[src/rtl/core/unc_pkg.sv]
// shared types, constants and byte-class helpers for the name cleaner
// no dependencies

package unc_pkg;

  localparam int LaDepth = 4;
  localparam logic [7:0] ChUnderscore = 8'h5F;
  localparam logic [7:0] ChSpace      = 8'h20;
  localparam logic [7:0] CaseOffset   = 8'h20;
  localparam logic [15:0] SurrLo      = 16'hD800;
  localparam logic [15:0] SurrHi      = 16'hDFFF;
  localparam logic [15:0] Utf8Lim1    = 16'h0080;
  localparam logic [15:0] Utf8Lim2    = 16'h0800;
  localparam logic [7:0] Lead2        = 8'hC0;
  localparam logic [7:0] Lead3        = 8'hE0;
  localparam logic [7:0] ContMark     = 8'h80;

  typedef enum logic [2:0] {
    S_IN,
    S_FEED,
    S_RESOLVE,
    S_APP,
    S_END
  } unc_state_t;

  typedef struct packed {
    logic take_in;
    logic feed;
    logic resolve;
    logic app;
    logic fin_pend;
    logic fin_emit;
    logic next_rq;
  } unc_cmd_t;

  typedef struct packed {
    logic can_emit;
    logic out_free;
    logic feed_append;
    logic will_fill;
    logic rq_empty;
    logic app_empty;
    logic cur_last;
    logic pend;
  } unc_stat_t;

  function automatic logic is_upper(input logic [7:0] c);
    return (c >= 8'h41) && (c <= 8'h5A);
  endfunction

  function automatic logic is_lower(input logic [7:0] c);
    return (c >= 8'h61) && (c <= 8'h7A);
  endfunction

  function automatic logic is_hex(input logic [7:0] c);
    return ((c >= 8'h30) && (c <= 8'h39)) || ((c >= 8'h41) && (c <= 8'h46));
  endfunction

  function automatic logic [3:0] hex_val(input logic [7:0] c);
    return (c <= 8'h39) ? c[3:0] : 4'(c[3:0] + 4'd9);
  endfunction

endpackage

[src/rtl/core/unc_if.sv]
// stream channels of the name cleaner: raw bytes in, cleaned bytes out
// no dependencies

interface unc_in_if;
  logic       valid;
  logic       ready;
  logic [7:0] char_in;
  logic       last_in;

  modport source (output valid, output char_in, output last_in, input ready);
  modport sink (input valid, input char_in, input last_in, output ready);
endinterface

interface unc_out_if;
  logic       valid;
  logic       ready;
  logic [7:0] out_byte;
  logic       out_last;
  logic       out_empty;

  modport source (output valid, output out_byte, output out_last, output out_empty,
                  input ready);
  modport sink (input valid, input out_byte, input out_last, input out_empty,
                output ready);
endinterface

[src/rtl/core/unc_datapath.sv]
// datapath: lookahead, replay queue, utf-8 append buffer, held byte, output register
// depends on unc_pkg

module unc_datapath
  import unc_pkg::*;
(
  input  logic       clk,
  input  logic       rst,
  input  unc_cmd_t   cmd,
  output unc_stat_t  stat,
  input  logic [7:0] char_in,
  input  logic       last_in,
  output logic       out_valid,
  input  logic       out_ready,
  output logic [7:0] out_byte,
  output logic       out_last,
  output logic       out_empty
);

  logic [7:0] la [LaDepth];
  logic [2:0] cnt;
  logic       pend;
  logic [7:0] rq [LaDepth];
  logic [2:0] rq_n;
  logic [7:0] ab [3];
  logic [1:0] ab_n;
  logic [7:0] cur;
  logic       cur_last;
  logic [7:0] held;
  logic       hv;
  logic [1:0] lc;

  logic        out_free;
  logic        esc_ok;
  logic [15:0] cp;
  logic        plain_next;
  logic        do_space;
  logic        do_lower;
  logic        app_en;
  logic [7:0]  app_b;

  assign out_free = !out_valid || out_ready;

  // escape decode over the four lookahead bytes
  always_comb begin
    esc_ok = 1'b1;
    cp = '0;
    for (int i = 0; i < LaDepth; i++) begin
      if (!is_hex(la[i])) esc_ok = 1'b0;
      cp = {cp[11:0], hex_val(la[i])};
    end
    if (cp >= SurrLo && cp <= SurrHi) esc_ok = 1'b0;
  end

  // plain underscore: space or lowercase of held byte
  always_comb begin
    plain_next = cmd.resolve ? 1'b1 : (cnt != 3'd0);
    do_space = hv && (lc != 2'd0) && is_lower(held) && plain_next && is_upper(la[0]);
    do_lower = !do_space && (lc == 2'd2) && hv && is_upper(held);
  end

  // append source
  always_comb begin
    app_en = (cmd.feed && !pend && cur != ChUnderscore) || cmd.app;
    app_b  = cmd.app ? ab[0] : cur;
  end

  assign stat.can_emit    = !hv || out_free;
  assign stat.out_free    = out_free;
  assign stat.feed_append = !pend && cur != ChUnderscore;
  assign stat.will_fill   = pend && cnt == 3'd3;
  assign stat.rq_empty    = rq_n == 3'd0;
  assign stat.app_empty   = ab_n == 2'd0;
  assign stat.cur_last    = cur_last;
  assign stat.pend        = pend;

  // control state
  always_ff @(posedge clk) begin
    if (rst) begin
      cnt <= '0;
      pend <= 1'b0;
      rq_n <= '0;
      ab_n <= '0;
      cur_last <= 1'b0;
      held <= '0;
      hv <= 1'b0;
      lc <= '0;
      out_valid <= 1'b0;
    end else begin
      if (out_valid && out_ready) out_valid <= 1'b0;
      if (cmd.take_in) cur_last <= last_in;
      // lookahead fill and underscore start
      if (cmd.feed) begin
        if (pend) begin
          cnt <= 3'(cnt + 3'd1);
        end else if (cur == ChUnderscore) begin
          pend <= 1'b1;
          cnt <= '0;
        end
      end
      // escape or plain resolution
      if (cmd.resolve || cmd.fin_pend) begin
        pend <= 1'b0;
        cnt <= '0;
        if (cmd.resolve && esc_ok) begin
          if (cp < Utf8Lim1) ab_n <= 2'd1;
          else if (cp < Utf8Lim2) ab_n <= 2'd2;
          else ab_n <= 2'd3;
        end else begin
          rq_n <= cnt;
          ab_n <= do_space ? 2'd1 : 2'd0;
          if (do_lower) held <= 8'(held + CaseOffset);
        end
      end
      if (cmd.app) ab_n <= 2'(ab_n - 2'd1);
      if (cmd.next_rq) rq_n <= 3'(rq_n - 3'd1);
      // append: push held byte to output
      if (app_en) begin
        if (hv) out_valid <= 1'b1;
        held <= app_b;
        hv <= 1'b1;
        if (lc != 2'd2) lc <= 2'(lc + 2'd1);
      end
      if (cmd.fin_emit) begin
        out_valid <= 1'b1;
        cur_last <= 1'b0;
        held <= '0;
        hv <= 1'b0;
        lc <= '0;
        cnt <= '0;
        pend <= 1'b0;
      end
    end
  end

  // payload registers
  always_ff @(posedge clk) begin
    if (cmd.take_in) cur <= char_in;
    if (cmd.next_rq) begin
      cur <= rq[0];
      for (int i = 0; i < LaDepth - 1; i++) rq[i] <= rq[i + 1];
    end
    if (cmd.feed && pend) la[cnt[1:0]] <= cur;
    if ((cmd.resolve && !esc_ok) || cmd.fin_pend) begin
      for (int i = 0; i < LaDepth; i++) rq[i] <= la[i];
      ab[0] <= ChSpace;
    end
    if (cmd.resolve && esc_ok) begin
      if (cp < Utf8Lim1) begin
        ab[0] <= cp[7:0];
      end else if (cp < Utf8Lim2) begin
        ab[0] <= Lead2 | {3'b000, cp[10:6]};
        ab[1] <= ContMark | {2'b00, cp[5:0]};
      end else begin
        ab[0] <= Lead3 | {4'h0, cp[15:12]};
        ab[1] <= ContMark | {2'b00, cp[11:6]};
        ab[2] <= ContMark | {2'b00, cp[5:0]};
      end
    end
    if (cmd.app) begin
      ab[0] <= ab[1];
      ab[1] <= ab[2];
    end
    if (app_en && hv) begin
      out_byte <= held;
      out_last <= 1'b0;
      out_empty <= 1'b0;
    end
    if (cmd.fin_emit) begin
      out_byte <= hv ? held : 8'h00;
      out_last <= 1'b1;
      out_empty <= !hv;
    end
  end

  a_cnt_range: assert property (@(posedge clk) disable iff (rst) cnt <= 3'd4)
    else $error("lookahead count out of range");
  a_resolve_full: assert property (@(posedge clk) disable iff (rst)
    cmd.resolve |-> (pend && cnt == 3'd4))
    else $error("resolve without full lookahead");
  a_fin_clear: assert property (@(posedge clk) disable iff (rst)
    cmd.fin_emit |=> (!hv && !pend && lc == 2'd0 && out_valid))
    else $error("name end did not clear state");

endmodule

[src/rtl/core/unc_ctrl.sv]
// controller: sequences feed, resolve, append and name-end steps
// depends on unc_pkg

module unc_ctrl
  import unc_pkg::*;
(
  input  logic      clk,
  input  logic      rst,
  input  logic      in_valid,
  output logic      in_ready,
  input  unc_stat_t stat,
  output unc_cmd_t  cmd
);

  unc_state_t state, state_next;

  always_ff @(posedge clk) begin
    if (rst) state <= S_IN;
    else state <= state_next;
  end

  always_comb begin
    state_next = state;
    cmd = '0;
    in_ready = 1'b0;
    case (state)
      S_IN: begin
        in_ready = 1'b1;
        if (in_valid) begin
          cmd.take_in = 1'b1;
          state_next = S_FEED;
        end
      end
      S_FEED: begin
        if (!stat.feed_append || stat.can_emit) begin
          cmd.feed = 1'b1;
          if (stat.will_fill) state_next = S_RESOLVE;
          else if (!stat.rq_empty) cmd.next_rq = 1'b1;
          else if (stat.cur_last) state_next = S_END;
          else state_next = S_IN;
        end
      end
      S_RESOLVE: begin
        cmd.resolve = 1'b1;
        state_next = S_APP;
      end
      S_APP: begin
        if (!stat.app_empty) begin
          if (stat.can_emit) cmd.app = 1'b1;
        end else if (!stat.rq_empty) begin
          cmd.next_rq = 1'b1;
          state_next = S_FEED;
        end else if (stat.cur_last) begin
          state_next = S_END;
        end else begin
          state_next = S_IN;
        end
      end
      S_END: begin
        if (stat.pend) begin
          cmd.fin_pend = 1'b1;
          state_next = S_APP;
        end else if (stat.out_free) begin
          cmd.fin_emit = 1'b1;
          state_next = S_IN;
        end
      end
      default: state_next = S_IN;
    endcase
  end

  a_one_op: assert property (@(posedge clk) disable iff (rst)
    $onehot0({cmd.feed, cmd.resolve, cmd.app, cmd.fin_pend, cmd.fin_emit}))
    else $error("more than one datapath step at once");
  a_take_idle: assert property (@(posedge clk) disable iff (rst)
    cmd.take_in |=> state == S_FEED)
    else $error("accepted byte not fed");
  a_end_last: assert property (@(posedge clk) disable iff (rst)
    cmd.fin_emit |-> stat.cur_last)
    else $error("name end without last byte");

endmodule

[src/rtl/core/underscore_escape_name_cleaner_core.sv]
// top level of the underscore escape name cleaner
// depends on unc_pkg, unc_if, unc_ctrl, unc_datapath
//
//   channel | dir | payload                            | beat
//   in_ch   | in  | char_in[7:0], last_in              | one raw byte
//   out_ch  | out | out_byte[7:0], out_last, out_empty | one cleaned byte
//
// an ordinary byte is accepted and then fed; the controller runs one step
// at a time, so the step sequence sets the rate. a resolve, or an underscore
// still pending at name end, adds its resolve and queue hand-off steps, an
// append step for each utf-8 or space byte it yields and a feed step for
// each replayed byte. the name end adds a step to emit the flagged beat.
// rst is synchronous; it clears the sequencer, lookahead count and held byte.
// a full output register stalls only the steps that push a byte out.

module underscore_escape_name_cleaner_core
  import unc_pkg::*;
(
  input logic      clk,
  input logic      rst,
  unc_in_if.sink   in_ch,
  unc_out_if.source out_ch
);

  unc_cmd_t  cmd;
  unc_stat_t stat;

  unc_ctrl u_ctrl (
    .clk      (clk),
    .rst      (rst),
    .in_valid (in_ch.valid),
    .in_ready (in_ch.ready),
    .stat     (stat),
    .cmd      (cmd)
  );

  unc_datapath u_dp (
    .clk       (clk),
    .rst       (rst),
    .cmd       (cmd),
    .stat      (stat),
    .char_in   (in_ch.char_in),
    .last_in   (in_ch.last_in),
    .out_valid (out_ch.valid),
    .out_ready (out_ch.ready),
    .out_byte  (out_ch.out_byte),
    .out_last  (out_ch.out_last),
    .out_empty (out_ch.out_empty)
  );

endmodule

[src/flat_wrapper.sv]
// flat-port wrapper written by rule: the top's interface ports become plain ports
module underscore_escape_name_cleaner_core_flat import unc_pkg::*;
  (clk, rst, in_ch_valid, in_ch_char_in, in_ch_last_in, in_ch_ready, out_ch_valid, out_ch_out_byte, out_ch_out_last, out_ch_out_empty, out_ch_ready);
  unc_in_if in_ch_i ();
  unc_out_if out_ch_i ();
  input logic clk;
  input logic rst;
  input wire logic [$bits(in_ch_i.valid)-1:0] in_ch_valid;
  input wire logic [$bits(in_ch_i.char_in)-1:0] in_ch_char_in;
  input wire logic [$bits(in_ch_i.last_in)-1:0] in_ch_last_in;
  output wire logic [$bits(in_ch_i.ready)-1:0] in_ch_ready;
  output wire logic [$bits(out_ch_i.valid)-1:0] out_ch_valid;
  output wire logic [$bits(out_ch_i.out_byte)-1:0] out_ch_out_byte;
  output wire logic [$bits(out_ch_i.out_last)-1:0] out_ch_out_last;
  output wire logic [$bits(out_ch_i.out_empty)-1:0] out_ch_out_empty;
  input wire logic [$bits(out_ch_i.ready)-1:0] out_ch_ready;
  assign in_ch_i.valid = in_ch_valid;
  assign in_ch_i.char_in = in_ch_char_in;
  assign in_ch_i.last_in = in_ch_last_in;
  assign in_ch_ready = in_ch_i.ready;
  assign out_ch_valid = out_ch_i.valid;
  assign out_ch_out_byte = out_ch_i.out_byte;
  assign out_ch_out_last = out_ch_i.out_last;
  assign out_ch_out_empty = out_ch_i.out_empty;
  assign out_ch_i.ready = out_ch_ready;
  underscore_escape_name_cleaner_core u_core (.clk(clk), .rst(rst), .in_ch(in_ch_i), .out_ch(out_ch_i));
endmodule
[config.mk]
export PLATFORM = sky130hd
export DESIGN_NAME = underscore_escape_name_cleaner_core_flat
export DESIGN_NICKNAME = d
export VERILOG_FILES = /design/src/rtl/core/unc_pkg.sv /design/src/rtl/core/unc_if.sv /design/src/rtl/core/unc_datapath.sv /design/src/rtl/core/unc_ctrl.sv /design/src/rtl/core/underscore_escape_name_cleaner_core.sv /design/src/flat_wrapper.sv
export SDC_FILE = /design/constraint.sdc
export NUM_CORES = 1
export LEC_CHECK = 0
export ABC_AREA = 0
export BUFFER_PORTS_ARGS = -buffer_cell sky130_fd_sc_hd__buf_2
export CAP_MARGIN = 20
export CORE_MARGIN = 4
export CORE_UTILIZATION = 62
export CTS_CLUSTER_SIZE = 40
export DETAILED_ROUTE_END_ITERATION = 8
export GPL_ROUTABILITY_DRIVEN = 0
export GPL_TIMING_DRIVEN = 0
export PLACE_DENSITY = 0.91
export SLEW_MARGIN = 5
export SYNTH_ARGS = -nofsm -noshare
export SYNTH_HDL_FRONTEND = slang
export SYNTH_HIERARCHICAL = 1
export SYNTH_SLANG_ARGS = --single-unit
[constraint.sdc]
create_clock -name clk -period 4.6 [get_ports clk]
set_input_delay 0.92 -clock clk [delete_from_list [all_inputs] [get_ports clk]]
set_output_delay 0.92 -clock clk [all_outputs]
set_load 0.02 [all_outputs]
==> impl_metrics.csv <==
group,metric,value,unit
floorplanning,die_w,112,microns
sta,tns,0,ns
cts,cts_sinks,127,
grt,antenna_found_initial,0,
cts,cts_buffer_depth,2,
synth,avgSynthCellArea,11.8,sq um
setup_path,critPathCaptureType,"flop",
cts,cts_htree_levels,4,
setup_path,start_kind,"flop",
setup_path,crit_path_max_incr_delay,0.83,ns
floorplanning,die_area,12500,sq um
power,leakage,0.00288,uW
drt,vias,4989,
drt,routed_wl,16.3,mm
power,fin_total_pwr,2680,uW
synth,yosys.cell_types.count,81,
final_layout,drive_gt1_frac,0.193,
final_layout,area_growth,13.0,%
cts,numCtsBuffers,17,
power,power_density,355,nW/um^2
cts,clock_latency,0.52,ns
grt,grt_use_total,0.270,
setup_path,crit_family,"simple AND/OR/NAND/NOR gates",
grt,grt_pass1_vias,5056,
final_layout,diodes,0,
sta,relSlewSlack,0.309,
sta,hold_viol,0,
cts,postCtsSetupBuffers,0,
drt,drtIter0Drc,607,
cts,cts_hold_buf,0,
sta,period_share,0.900,
grt,grt_first_pass_wirelength,26.2,mm
setup_path,crit_path_max_fanout,24,
sta,worst_pin_slew,1.04,ns
flow_run,maxCapViolCount,0,
setup_path,worstPathArrival,4.27,ns
setup_path,cpMaxStageDelayCell,"or2_1",
floorplanning,die_y,112,microns
sta,slew_viol_final,0,
sta,finalSetupViolCount,0,
synth,synth-edff-count,101,
cts,cts_root_buf,"clkbuf_8",
grt,grt_max_degree,25,
synth,yosys_most_used_dff,"edfxtp_1",
setup_path,crit_chain,"clkbuf_1 > inv_1 > ha_1 > nor4b_1 > nor4b_1 > o21bai_1 > nor3_1 > nand2_1 > a21o_1 > buf_6 > buf_6 > or2_1",
synth,syn_area,6680,sq um
synth,yosysWarnings,6,
floorplanning,io-pin-count,25,
drt,firstDrtPassIters,5,
sta,finalWorstPathRequiredPeriod,4.14,ns
floorplanning,rows,37,
grt,grt_overflow,0,
synth,seq_area_frac_synth,0.532,
placement,portBuffers,24,
setup_path,crit_required,4.73,ns
final_layout,nets,647,
drt,wl_per_cell,21.6,microns
final_layout,stdcell_count,757,
placement,hpwl,10.8,mm
final_layout,multiInputGateArea,2840,sq um
power,ir_worst_vdd,0.248,mV
cts,cts_tree,"built",
sta,skew,0.00982,ns
floorplanning,start_util,0.641,
cts,cts-resized-gates,0,
setup_path,crit_buf_inv,4,
synth,synth_fp_nets,604,
final_layout,seqCellArea,3550,sq um
synth,syn_inst,565,
sta,rsz0062_at_grt,"no",
drt,drc_errors,0,
setup_path,critPathKind,"flop to flop",
cts,clk_pin_slew,0.06,ns
placement,dp.cells,725,
synth,async_flop_share,0,
floorplanning,design.core.area,10400,sq um
drt,vias_per_cell,6.59,
synth,synth-seq-cells,127,
outcome,status,"finished, final reports clean",
final_layout,n_fill_cell,646,
drt,ant_nets,0,
sta,timing.fmax,241,MHz
worst_hold_path,hold_path.class,"flop to flop",
[state kept, by name, summed over array words and instances (netlist names)]
signal and flops:
u_core/u_dp/out_last 1, u_core/u_dp/out_valid 1, u_core/u_dp/pend 1, u_core/u_dp/out_empty 1, u_core/u_dp/ab_n 2, u_core/u_dp/cnt 3, u_core/u_dp/held 8, u_core/u_dp/out_byte 8
u_core/u_dp/lc 2, u_core/u_ctrl/state 3, u_core/u_dp/ab 20, u_core/u_dp/la 32, u_core/u_dp/rq_n 3, u_core/u_dp/cur 8, u_core/u_dp/hv 1, u_core/u_dp/cur_last 1
u_core/u_dp/rq 32
[cells in the final DEF, fill, tap and decap left out, drive strengths merged, types with 6 or more instances in the layout]
master	synthesis	layout
nor3	10	10
buf	12	36
dfxtp	26	26
nand3	11	11
mux2i	16	16
a21o	7	7
ha	26	26
and2	10	10
o21bai	6	6
clkbuf	14	36
a21oi	24	24
inv	33	34
xnor2	8	8
o21ai	18	18
a211oi	13	13
mux2	36	36
edfxtp	101	101
nand2	34	34
and3	9	9
nor2	51	51
or2	6	6
nor4	9	9
nand2b	8	8
[power by group]
part	internal [uW]	switching, uW	total [uW]
Combinational	37.2	51.4	88.7
Clock	839	471	1310
Sequential	1250	26.2	1280
Total	2130	549	2680
[cell type report]
cell class                 count  share of cell area
sequential                   127               0.471
multi-input combinational    378               0.376
clock buffer                  22              0.0587
tap                          136              0.0226
buffer                        26              0.0206
clock inverter                10              0.0182
inverter                      34              0.0169
timing repair buffer          24              0.0159
[path summary, 6_finish.rpt]
check	slack, ns	end	cells past startpoint	start
worst max-delay path	0.46	u_core/u_dp/rq[1][3]	12	u_core/u_dp/la[0][0]
worst min-delay path	0.45	u_core/u_dp/out_last	1	u_core/u_dp/out_last
worst max register to register	0.46	u_core/u_dp/rq[1][3]	12	u_core/u_dp/la[0][0]
worst min register to register	0.45	u_core/u_dp/out_last	1	u_core/u_dp/out_last
[synth_stat cells, drive strengths merged (13+ instances only)]
library cell    n  area [sq um]
edfxtp        101          3030
dfxtp          26           521
inv            33           124
clkbuf         14          52.6
mux2           36           477
ha             26           325
a211oi         13           103
a21oi          24           135
mux2i          16           160
o21ai          18          93.8
nor2           51           191
nand2          34           128
[kinds of logic after synthesis]
logic type | synth area share
adders and majority gates | 0.0487
buffers and inverters | 0.0424
muxes | 0.0954
and+or+nand+nor | 0.155
xor gates and xnor gates | 0.0144
AOI/OAI and AO/OA | 0.112
DFF | 0.532
[per-stage QoR]
stage | worst slack (ns) | util | hold slack (ns) | instance area (sq um)
after detailed placement | 0.582 | 0.669 | 0.443 | 6970
after global routing | 0.248 | 0.724 | 0.473 | 7550
after floorplan | 1.16 | - | 0.441 | 6680
final | 0.458 | 0.724 | 0.449 | 7550
after CTS | 0.542 | 0.724 | 0.457 | 7550
after global placement | 0.699 | 0.669 | 0.430 | 6970
[layer usage]
layer,wire [microns],track usage,up-vias
met5,0,0,-
met4,852,0.138,0
met3,1510,0.0755,85
met2,8000,0.452,358
met1,5980,0.317,2374
li1,-,-,2172
Power figures use the tool's default switching activity.
